$ cat src/sv/cfpc_pkg.sv
// types, constants and crc function for the framed packet checker
package cfpc_pkg;

  localparam logic [31:0] CRC_POLY     = 32'hEDB88320;
  localparam logic [31:0] CRC_INIT     = 32'hFFFFFFFF;
  localparam logic [31:0] PACKET_MAGIC = 32'h54445541;
  localparam logic [4:0]  HDR_BYTES    = 5'd16;
  localparam logic [4:0]  HDR_CRC_SPAN = 5'd12;

  typedef logic [4:0] cnt_t;

  typedef enum logic [1:0] {
    ST_OK       = 2'd0,
    ST_NOT_TEST = 2'd1,
    ST_CSUM_ERR = 2'd2
  } status_t;

  typedef struct packed {
    logic [7:0] data;
    logic       last;
  } item_t;

  typedef struct packed {
    status_t     status;
    logic [31:0] seq;
    logic [31:0] pay;
  } verdict_t;

  function automatic logic [31:0] crc_byte(input logic [31:0] crc, input logic [7:0] b);
    logic [31:0] c;
    c = crc ^ {24'd0, b};
    for (int k = 0; k < 8; k++) begin
      c = (c >> 1) ^ (CRC_POLY & {32{c[0]}});
    end
    return c;
  endfunction

endpackage

$ cat src/sv/cfpc_core.sv
// header capture, running crcs and packet verdict
module cfpc_core
  import cfpc_pkg::*;
(
  input  logic     clk,
  input  logic     rst_n,
  input  logic     go,
  input  item_t    item,
  output logic     res_vld,
  output verdict_t verdict
);

  cnt_t        cnt_r, cnt_nxt;
  logic [31:0] magic_r, magic_nxt;
  logic [31:0] seqw_r, seqw_nxt;
  logic [31:0] spay_r, spay_nxt;
  logic [31:0] shdr_r, shdr_nxt;
  logic [31:0] hcrc_r, hcrc_nxt;
  logic [31:0] pcrc_r, pcrc_nxt;
  logic [4:0]  lane;

  assign lane = {cnt_r[1:0], 3'b000};

  always_comb begin
    cnt_nxt   = cnt_r;
    magic_nxt = magic_r;
    seqw_nxt  = seqw_r;
    spay_nxt  = spay_r;
    shdr_nxt  = shdr_r;
    hcrc_nxt  = hcrc_r;
    pcrc_nxt  = pcrc_r;
    if (cnt_r < HDR_BYTES) begin
      case (cnt_r[3:2])
        2'd0: magic_nxt[lane +: 8] = item.data;
        2'd1: seqw_nxt[lane +: 8]  = item.data;
        2'd2: spay_nxt[lane +: 8]  = item.data;
        default: shdr_nxt[lane +: 8] = item.data;
      endcase
      if (cnt_r < HDR_CRC_SPAN) begin
        hcrc_nxt = crc_byte(hcrc_r, item.data);
      end
      cnt_nxt = cnt_r + 5'd1;
    end else begin
      pcrc_nxt = crc_byte(pcrc_r, item.data);
    end
  end

  always_comb begin
    verdict.status = ST_OK;
    verdict.seq    = 32'd0;
    verdict.pay    = 32'd0;
    if (cnt_nxt < HDR_BYTES || magic_nxt != PACKET_MAGIC) begin
      verdict.status = ST_NOT_TEST;
    end else if (shdr_nxt != ~hcrc_nxt || spay_nxt != ~pcrc_nxt) begin
      verdict.status = ST_CSUM_ERR;
    end else begin
      verdict.seq = seqw_nxt;
      verdict.pay = spay_nxt;
    end
  end

  assign res_vld = go && item.last;

  always_ff @(posedge clk) begin
    if (!rst_n || (go && item.last)) begin
      cnt_r   <= '0;
      magic_r <= '0;
      seqw_r  <= '0;
      spay_r  <= '0;
      shdr_r  <= '0;
      hcrc_r  <= CRC_INIT;
      pcrc_r  <= CRC_INIT;
    end else if (go) begin
      cnt_r   <= cnt_nxt;
      magic_r <= magic_nxt;
      seqw_r  <= seqw_nxt;
      spay_r  <= spay_nxt;
      shdr_r  <= shdr_nxt;
      hcrc_r  <= hcrc_nxt;
      pcrc_r  <= pcrc_nxt;
    end
  end

endmodule

$ cat config.mk
export PLATFORM = sky130hd
export DESIGN_NAME = cfpc_core
export DESIGN_NICKNAME = d
export VERILOG_FILES = /design/src/sv/cfpc_pkg.sv /design/src/sv/cfpc_core.sv
export SDC_FILE = /design/constraint.sdc
export NUM_CORES = 1
export LEC_CHECK = 0
export CORE_MARGIN = 4
export CORE_UTILIZATION = 45
export DETAILED_ROUTE_END_ITERATION = 7
export DONT_BUFFER_PORTS = 1
export GPL_TIMING_DRIVEN = 1
export PLACE_DENSITY = 0.67
export SLEW_MARGIN = 25
export SYNTH_ARGS = -nofsm -noshare
export SYNTH_HDL_FRONTEND = slang
export SYNTH_SLANG_ARGS = --single-unit
export TNS_END_PERCENT = 10
$ cat constraint.sdc
create_clock -name clk -period 5.67 [get_ports clk]
set_input_delay 0.8505 -clock clk [delete_from_list [all_inputs] [get_ports clk]]
set_output_delay 0.8505 -clock clk [all_outputs]
set_load 0.05 [all_outputs]
==> results of run 1 <==
[critical path, cell delays in order (launching register included)]
cell and delay (ns):
sky130_fd_sc_hd__dfxtp_1 0.53, sky130_fd_sc_hd__xor2_4 0.39, sky130_fd_sc_hd__xor2_2 0.35, sky130_fd_sc_hd__xor3_1 0.45, sky130_fd_sc_hd__a21oi_1 0.14, sky130_fd_sc_hd__a2111oi_2 0.42
sky130_fd_sc_hd__nand4_1 0.12, sky130_fd_sc_hd__or4_1 0.50, sky130_fd_sc_hd__or4_4 0.60, sky130_fd_sc_hd__nor4_2 0.40, sky130_fd_sc_hd__buf_4 0.19, sky130_fd_sc_hd__buf_4 0.19
[flip-flops by register name, summed over array words and instances (netlist names)]
| register | count |
|---|---|
| spay_r | 32 |
| hcrc_r | 32 |
| cnt_r | 5 |
| seqw_r | 32 |
| magic_r | 32 |
| pcrc_r | 32 |
| shdr_r | 32 |
[stage by stage]
stage | instance area (sq um) | TNS, ns | hold slack (ns) | utilization
2_1_floorplan | 12910 | -14.20 | 0.4452 | -
3_3_place_gp | 14280 | 0 | 0.4560 | 0.5097
3_5_place_dp | 14280 | 0 | 0.4690 | 0.5098
4_1_cts | 14900 | 0 | 0.4794 | 0.5321
5_1_grt | 15020 | -0.009901 | 0.4920 | 0.5361
6_report | 15020 | 0 | 0.4806 | 0.5361
[metal layers]
| metal | share of wire | track usage |
|---|---|---|
| met1 | 0.41 | 0.4084 |
| met4 | 0.056 | 0.1437 |
| met3 | 0.099 | 0.06135 |
| met2 | 0.44 | 0.4614 |
| met5 | 0 | 0 |
[worst max path at each step]
stage,start,to,slack (ns)
2_1_floorplan,item[2],verdict[60],-0.56
3_3_place_gp,item[3],verdict[50],0.29
3_5_place_dp,item[3],verdict[2],0.28
4_1_cts,cnt_r[0],verdict[2],0.002
5_1_grt,cnt_r[0],verdict[44],-0.01
6_report,pcrc_r[2],verdict[16],0.08
[repair_timing]
| action | in CTS | in global routing |
|---|---|---|
| hold endpoints to repair | 0 | 0 |
| endpoints found under the setup margin | 65 | 65 |
| gates resized for setup | 14 | 21 |
| buffers inserted | 1 | 4 |
| pin swaps | 0 | 3 |
[cell usage in the layout, fill, tap and decap left out, types with 7 or more instances in the layout]
cell type and n:
sky130_fd_sc_hd__a211oi_1 19, sky130_fd_sc_hd__nand3_1 58, sky130_fd_sc_hd__xnor2_1 103, sky130_fd_sc_hd__nand4_1 12
sky130_fd_sc_hd__buf_4 159, sky130_fd_sc_hd__inv_8 7, sky130_fd_sc_hd__nor3_2 16, sky130_fd_sc_hd__nor3_1 11
sky130_fd_sc_hd__clkbuf_16 17, sky130_fd_sc_hd__a21oi_1 168, sky130_fd_sc_hd__a31oi_1 8, sky130_fd_sc_hd__o21ai_0 60
sky130_fd_sc_hd__nand2_1 177, sky130_fd_sc_hd__nor3b_1 7, sky130_fd_sc_hd__nor4_1 9, sky130_fd_sc_hd__xnor2_2 11
sky130_fd_sc_hd__inv_1 18, sky130_fd_sc_hd__xnor3_1 22, sky130_fd_sc_hd__a32oi_1 9, sky130_fd_sc_hd__nor2_1 324
sky130_fd_sc_hd__and3_1 8, sky130_fd_sc_hd__o211ai_1 38, sky130_fd_sc_hd__dfxtp_1 194, sky130_fd_sc_hd__mux2i_1 28
sky130_fd_sc_hd__nor4_2 51, sky130_fd_sc_hd__o21a_1 14, sky130_fd_sc_hd__xor2_1 44
[area by class of cell]
cell class              instances  area, sq um
repair buffers                163         1265
flip-flops and latches        197         3948
multi-input cells            1330         8670
clock buffers                  20        446.7
well taps                     378        473.0
clock inverters                12        130.1
fillers                      2709        13000
inverters                      22        83.83
[cells in the mapped netlist (5+ instances only)]
cell type	instances	area, sq um
sky130_fd_sc_hd__o21a_1	14	105.1
sky130_fd_sc_hd__o22ai_1	5	31.28
sky130_fd_sc_hd__nor2b_1	6	37.54
sky130_fd_sc_hd__o21ai_0	65	325.3
sky130_fd_sc_hd__dfxtp_1	197	3944
sky130_fd_sc_hd__clkbuf_1	98	367.9
sky130_fd_sc_hd__nand4b_1	5	43.79
sky130_fd_sc_hd__o211ai_1	38	285.3
sky130_fd_sc_hd__nand2_1	179	671.9
sky130_fd_sc_hd__nor2_1	325	1220
sky130_fd_sc_hd__a21oi_1	171	855.8
sky130_fd_sc_hd__ha_1	6	75.07
sky130_fd_sc_hd__a32oi_1	9	78.83
sky130_fd_sc_hd__a31oi_1	8	50.05
sky130_fd_sc_hd__inv_1	19	71.32
sky130_fd_sc_hd__xnor2_2	10	162.7
sky130_fd_sc_hd__nand3b_1	6	45.04
sky130_fd_sc_hd__buf_2	12	60.06
sky130_fd_sc_hd__nand3_1	58	290.3
sky130_fd_sc_hd__nor3_1	28	140.1
sky130_fd_sc_hd__a211oi_1	19	142.6
sky130_fd_sc_hd__xnor2_1	104	910.9
sky130_fd_sc_hd__mux2_2	5	56.30
sky130_fd_sc_hd__mux2i_1	30	300.3
sky130_fd_sc_hd__nor4_2	35	437.9
sky130_fd_sc_hd__xor2_1	44	385.4
sky130_fd_sc_hd__nor4_1	26	162.7
sky130_fd_sc_hd__nor3b_1	7	52.55
sky130_fd_sc_hd__and3_1	8	50.05
sky130_fd_sc_hd__xnor3_1	22	495.5
sky130_fd_sc_hd__nand4_1	12	75.07
sky130_fd_sc_hd__and2_1	5	31.28
sky130_fd_sc_hd__buf_1	10	37.54
[power breakdown]
part           switching (mW)  leakage (nW)  internal, mW
combinational           0.837          3.64         0.608
sequential             0.0619          1.60          1.43
clock                   0.635         0.285         0.603
[cell families after synthesis]
family,after synthesis
XOR/XNOR,191
flip-flops,197
buffers and inverters,147
AND/OR/NAND/NOR,728
multiplexers,35
adder cells (fa/ha/maj),6
AO/OA/AOI/OAI,370
==> results.md, run 1 <==
Detailed routing:
- The final layout contains routed wiring with a total length of 48,390 um.
- The detailed-route DRC error count is 0.
- The number of DRC markers after the initial detailed-route iteration is 1,570.
- For this run, the detailed router's first-pass iteration total came to 5.
- Dividing the detail-routed via count by the number of cells gives 6.047.
- After detailed routing, the average wire length per cell comes to 22.80 um.
- The number of routed nets with antenna violations is 0.
- Detailed routing inserted a total of 12,830 vias.

STA:
- Across the routed clock network, the largest skew measured is 0.01408 ns.
- Measured against its own limit, the worst slew margin works out to 0.3138.
- The maximum achievable frequency is 178.7 MHz.
- The minimum setup slack in the final design is 0.07532 ns.
- Of the available clock period, the critical path in the final layout requires 0.9867.
- Counting I/O delays and the setup requirement, the final critical path takes 5.595 ns.
- For the pin with the worst max-slew slack, the measured transition is 1.029 ns.
- The number of hold violations in the final report is 0.
- The final count of pins violating max slew was 0.
- The count of final setup violators is 0.

Pwr:
- Power spread over the standard cell area amounts to 278.1 nW/um^2.
- The completed layout was analyzed and its total power is 4.175 mW.
- The total leakage power is 5.523 nW.
- The largest vdd supply drop is 202.4 uV.

Clocking:
- The clock tree buffer depth is 2.
- CTS placed an instance of sky130_fd_sc_hd__clkbuf_16 at the clock tree root.
- In this run, CTS created clock tree buffers numbering 17.
- The hold buffer count at CTS is 0.
- TritonCTS built the clock tree.
- The source-to-sink clock delay at the later pin of the worst-skew pair is 0.46 ns.
- The maximum level of the CTS H-tree is 4.
- The total clock sinks is 197.
- Clock-pin slew was measured on the worst setup and hold paths at 0.08 ns.

Global routing:
- The largest net degree at the start of global routing is 84.
- After global routing the overflow that remains totals 0.
- The first global-routing pass estimated 72,300 um of wire.
- For this run, the total global-route usage over all layers was measured as 0.3017.
- The number of antenna violations at the first check in global routing is 0.
- The via count of the first global-routing pass is 11,780.

Floorplanning:
- The number of I/O pins is 79.
- The region available for standard cell placement spans 28,010 sq um.
- The width of the die is 177.4 um.
- The die covers 31,470 sq um.
- For this configuration, the core starts out at a cell density of 0.4610.
- Row generation in the floorplan step produced 61 rows.
- The die boundary height is 177.4 um.

Synthesis:
- Synthesis handed over a netlist of 1,674 instances.
- Of the total synthesized cell area, the portion taken by full adders, half adders and majority gates is 0.005814.
- The count of different cell masters after synthesis is 74.
- The synthesized netlist occupies a cell area of 12,910 sq um.
- Of the total synthesized cell area, the portion taken by AND, OR, NAND and NOR gates is 0.2708.
- After synthesis, the share of cell area in mux cells is 0.02762.
- The most instantiated flip-flop cell in the synthesis netlist is sky130_fd_sc_hd__dfxtp_1.
- The complex-gate fraction of the synthesized area was 0.1736.
- The synthesized area per cell is 7.713 sq um.
- Yosys printed 0 warnings.
- The dominant combinational cell family by area after synthesis is simple AND/OR/NAND/NOR gates.
- The xor-xnor portion of the synthesized cell area is 0.1704.
- The post-synthesis async set-or-reset flop share is 0.
- The post-synthesis sequential element count is 197.
- The number of flops mapped to enable cells by yosys is 0.
- Counting every net in the synthesized netlist gives 1,692.
- The share of the Yosys chip area taken by registers is 0.3054.

Critical path:
- The startpoint identified for the worst register-to-register timing path is cnt_r[4].
- Data on the critical path arrives at its endpoint at 4.74 ns.
- At the worst endpoint, the required time is 4.82 ns.
- The reg-to-reg setup timing slack is 2.95 ns.
- The startpoint-to-endpoint class of the critical path is reg -> out.
- STA classifies the critical path endpoint as a primary output.
- Along the worst path, the maximum fanout reaches 7.
- The worst setup path is launched from a register.
- The length in cells of the worst reg-to-reg path is 9.
- The endpoint of the worst register-to-register path is hcrc_r[16].

Status:
- The flow ran to the end, and the final reports show no timing, DRC or antenna violations.

Min path:
- The worst min-delay path category is reg -> reg.
- The endpoint of the worst hold path is spay_r[22].
- Along the worst hold path, the cell count comes to 2.
- The start point of the worst min-delay path is spay_r[22].

Cells and area:
- In the final design database the tool counted 1,749 nets.
- The number of diodes added for antenna fixing is 0.
- The share of post-route cells with drive strength above 1 is 0.1818.
- The number of standard cells in the layout, taps in and fillers out is 2,122.
- Relative to the synthesized area, the layout overhead comes to 16.29%.

Placement:
- The final weighted congestion in routability-driven placement is 1.070.
- The HPWL after detailed placement is 36,040 um.
- In this run the tool buffered the top-level ports with 0 buffer cells.
- At the placement stage, the worst setup path has a slack of 0.2782 ns.
- The number of cells after detailed placement is 2,085.

Run:
- Across the run, the number of max-cap violations was 0.
Note: power is estimated with default switching activity, not from simulation.
==> run 2: changes to the inputs <==
--- a/config.mk
+++ b/config.mk
@@ -10,8 +10,9 @@
 export DETAILED_ROUTE_END_ITERATION = 7
 export DONT_BUFFER_PORTS = 1
 export GPL_TIMING_DRIVEN = 1
+export MAX_ROUTING_LAYER = met4
 export PLACE_DENSITY = 0.67
-export SLEW_MARGIN = 25
+export SLEW_MARGIN = 10
 export SYNTH_ARGS = -nofsm -noshare
 export SYNTH_HDL_FRONTEND = slang
 export SYNTH_SLANG_ARGS = --single-unit
==> results.md, run 2 (synthesis results as in run 1) <==
Global routing:
- The largest net degree at the start of global routing is 93 (was 84).
- The global-route wire length before repair is 73,270 um (was 72,300 um).
- The number of antenna violations at the first check in global routing is 0 (unchanged).
- The final global-route overflow total came to 0 (unchanged).
- The via count of the first global-routing pass is 11,670 (was 11,780).
- The total routing resource utilization after global routing came to 0.3163 (was 0.3017).

Clocking:
- The clock tree from TritonCTS is done (unchanged).
- The root cell of the clock tree is sky130_fd_sc_hd__clkbuf_16 (unchanged).
- The clock-pin slew reported for the worst setup and hold paths after clock tree synthesis came to 0.08 ns (about the same).
- The total clock sinks is 197 (unchanged).
- The hold buffer count at CTS was 0 (unchanged).
- The maximum level of the CTS H-tree came to 4 (unchanged).
- The source-to-sink clock delay at the later pin of the worst-skew pair is 0.46 ns (about the same).
- The clock buffer count from CTS is 17 (unchanged).
- The clock tree buffer depth came to 2 (unchanged).

Cells and area:
- The area added between synthesis and finish was 16.29% (unchanged).
- The most common cell after layout, fill and taps aside is sky130_fd_sc_hd__nor2_1 (unchanged).
- Most used cells in the layout excluding fill and tap cells: sky130_fd_sc_hd__nor2_1 (324), sky130_fd_sc_hd__dfxtp_1 (195), sky130_fd_sc_hd__nand2_1 (178) (was sky130_fd_sc_hd__nor2_1 (324), sky130_fd_sc_hd__dfxtp_1 (194), sky130_fd_sc_hd__nand2_1 (177)).
- The number of standard cells in the layout, taps in and fillers out is 2,120 (was 2,122).
- The number of diodes added for antenna fixing is 0 (unchanged).
- The number of nets in the layout was 1,748 (was 1,749).
- The share of post-route cells with drive strength above 1 is 0.1768 (was 0.1818).
- The utilization after layout is 0.5361 (unchanged).

Detailed routing:
- The wire length reported by the detailed router is 48,900 um (was 48,390 um).
- The per-cell via count in the routed design is 6.055 (was 6.047).
- The total vias in the final route is 12,840 (was 12,830).
- The average wire length per cell after detail routing is 23.06 um (was 22.80 um).
- The first-pass iteration count of the detailed router came to 6 (was 5).
- The number of routed nets with antenna violations is 0 (unchanged).
- The number of DRC markers after the initial detailed-route iteration was 1,617 (was 1,570).
- The detailed-route DRC error count is 0 (unchanged).

Run:
- The number of violations of the max-capacitance limit is 0 (unchanged).

Floorplanning:
- The row count is 61 (unchanged).
- The number of I/O pins was 79 (unchanged).
- The die boundary height came to 177.4 um (unchanged).
- The initial core utilization is 0.4610 (unchanged).
- The standard cell core area came to 28,010 sq um (unchanged).
- The area of the die is 31,470 sq um (unchanged).
- The width of the die is 177.4 um (unchanged).

Critical path:
- The maximum single-stage delay on the critical path is 0.62 ns (was 0.60 ns).
- The startpoint class of the critical path is a register (unchanged).
- The startpoint-to-endpoint class of the critical path was reg -> out (unchanged).
- Ordered cell list for the critical path: xor2_4, xor2_2, xor3_1, a21oi_1, a2111oi_2, nand4_1, or4_1, or4_4, buf_12, nor4_2, buf_4 (was xor2_4, xor2_2, xor3_1, a21oi_1, a2111oi_2, nand4_1, or4_1, or4_4, nor4_2, buf_4, buf_4).
- The data arrival time of the critical path is 4.68 ns (was 4.74 ns).
- The count of buffering cells on the critical path with inverters included is 2 (unchanged).
- The cell type group with the largest total delay on the critical path is simple AND/OR/NAND/NOR gates (unchanged).
- The kind of capture point of the worst setup path is a primary output (unchanged).
- The critical-path cell with the highest stage delay is sky130_fd_sc_hd__or4_4 (unchanged).
- The data required time of the critical path is 4.82 ns (about the same).
- The largest fanout on the critical path is 30 (was 7).

Min path:
- The worst min-delay path category is reg -> reg (unchanged).

STA:
- The worst slew slack as a fraction of its limit was 0.2071 (was 0.3138).
- The count of final setup violators was 0 (unchanged).
- The worst clock skew is 0.02176 ns (was 0.01408 ns).
- The worst-case hold slack was 0.4839 ns (was 0.4806 ns).
- The slew at the pin with the worst max-slew slack is 1.186 ns (was 1.029 ns).
- The share of the clock period used by the worst path came to 0.9749 (was 0.9867).
- The final count of pins violating max slew is 0 (unchanged).
- The shortest period the worst path allows is 5.528 ns (was 5.595 ns).
- The maximum achievable frequency came to 180.9 MHz (was 178.7 MHz).
- The minimum setup slack in the final design was 0.1424 ns (was 0.07532 ns).
- The number of hold violations in the final report is 0 (unchanged).

Placement:
- The number of cells after detailed placement is 2,086 (was 2,085).
- The count of port buffers added during placement is 0 (unchanged).
- The HPWL after detailed placement is 36,300 um (was 36,040 um).
- The pre-CTS worst setup slack was 0.2716 ns (was 0.2782 ns).
- The final weighted congestion in routability-driven placement is 1.079 (was 1.070).

Pwr:
- The total design power was 4.256 mW (was 4.175 mW).
- The total power divided by cell area is 283.4 nW/um^2 (was 278.1 nW/um^2).
- The largest vdd supply drop is 219.2 uV (was 202.4 uV).
- The total leakage power was 5.501 nW (was 5.523 nW).

Status:
- Status: completed (unchanged).
-- run 2: cell types whose count changed in the layout (fill, tap and decap cells not counted), sizes merged --
| cell | delta |
|---|---|
| inv | -4 |
| buf | -1 |
| clkinv | +2 |
| clkbuf | -3 |
| clkinvlp | +2 |
| bufinv | +2 |
-- run 2: worst min-delay path: stages, from the launching register on --
cell                      delay [ns]
sky130_fd_sc_hd__dfxtp_1        0.33
sky130_fd_sc_hd__a21oi_1        0.06
sky130_fd_sc_hd__nor2_1         0.07
-- run 2: through the flow --
step	TNS [ns]	area, sq um
after floorplan	-14.20	12910
after global placement	0	14290
after detailed placement	0	14290
after CTS	0	14920
after global routing	-0.02467	15020
final	0	15020
-- run 2: power by group --
part	internal [mW]	switching (mW)	total, mW
logic	0.602	0.848	1.45
registers	1.43	0.0610	1.49
clock network	0.672	0.641	1.31
-- run 2: final timing paths --
path	start	endpoint	slack [ns]	cells after the start
setup / recovery	pcrc_r[2]	verdict[42]	0.14	11
hold / removal	magic_r[25]	magic_r[25]	0.48	2
setup reg to reg	hcrc_r[3]	hcrc_r[16]	2.84	10
hold reg to reg	magic_r[25]	magic_r[25]	0.48	2
-- run 2: final cells by class --
class	instances	area, sq um
Tap cell	378	473.0
Timing Repair Buffer	162	1254
Sequential cell	197	3946
Clock buffer	17	425.4
Inverter	22	83.83
Clock inverter	14	192.7
Fill cell	2681	13000
Multi-Input combinational cell	1330	8641
-- run 2: what timing repair did --
action                                  in CTS  in global routing
gates resized for setup                      7                 17
buffers inserted                             0                  3
endpoints found under the setup margin      65                 65
pin swaps                                    0                  2
-- run 2: layer usage --
metal | wire length, um | vias up | track usage
li1 | - | 5924 | -
met1 | 20120 | 6089 | 0.4173
met2 | 21620 | 673 | 0.4762
met3 | 4843 | 150 | 0.06072
met4 | 2314 | 0 | 0.1354
met5 | 0 | - | -
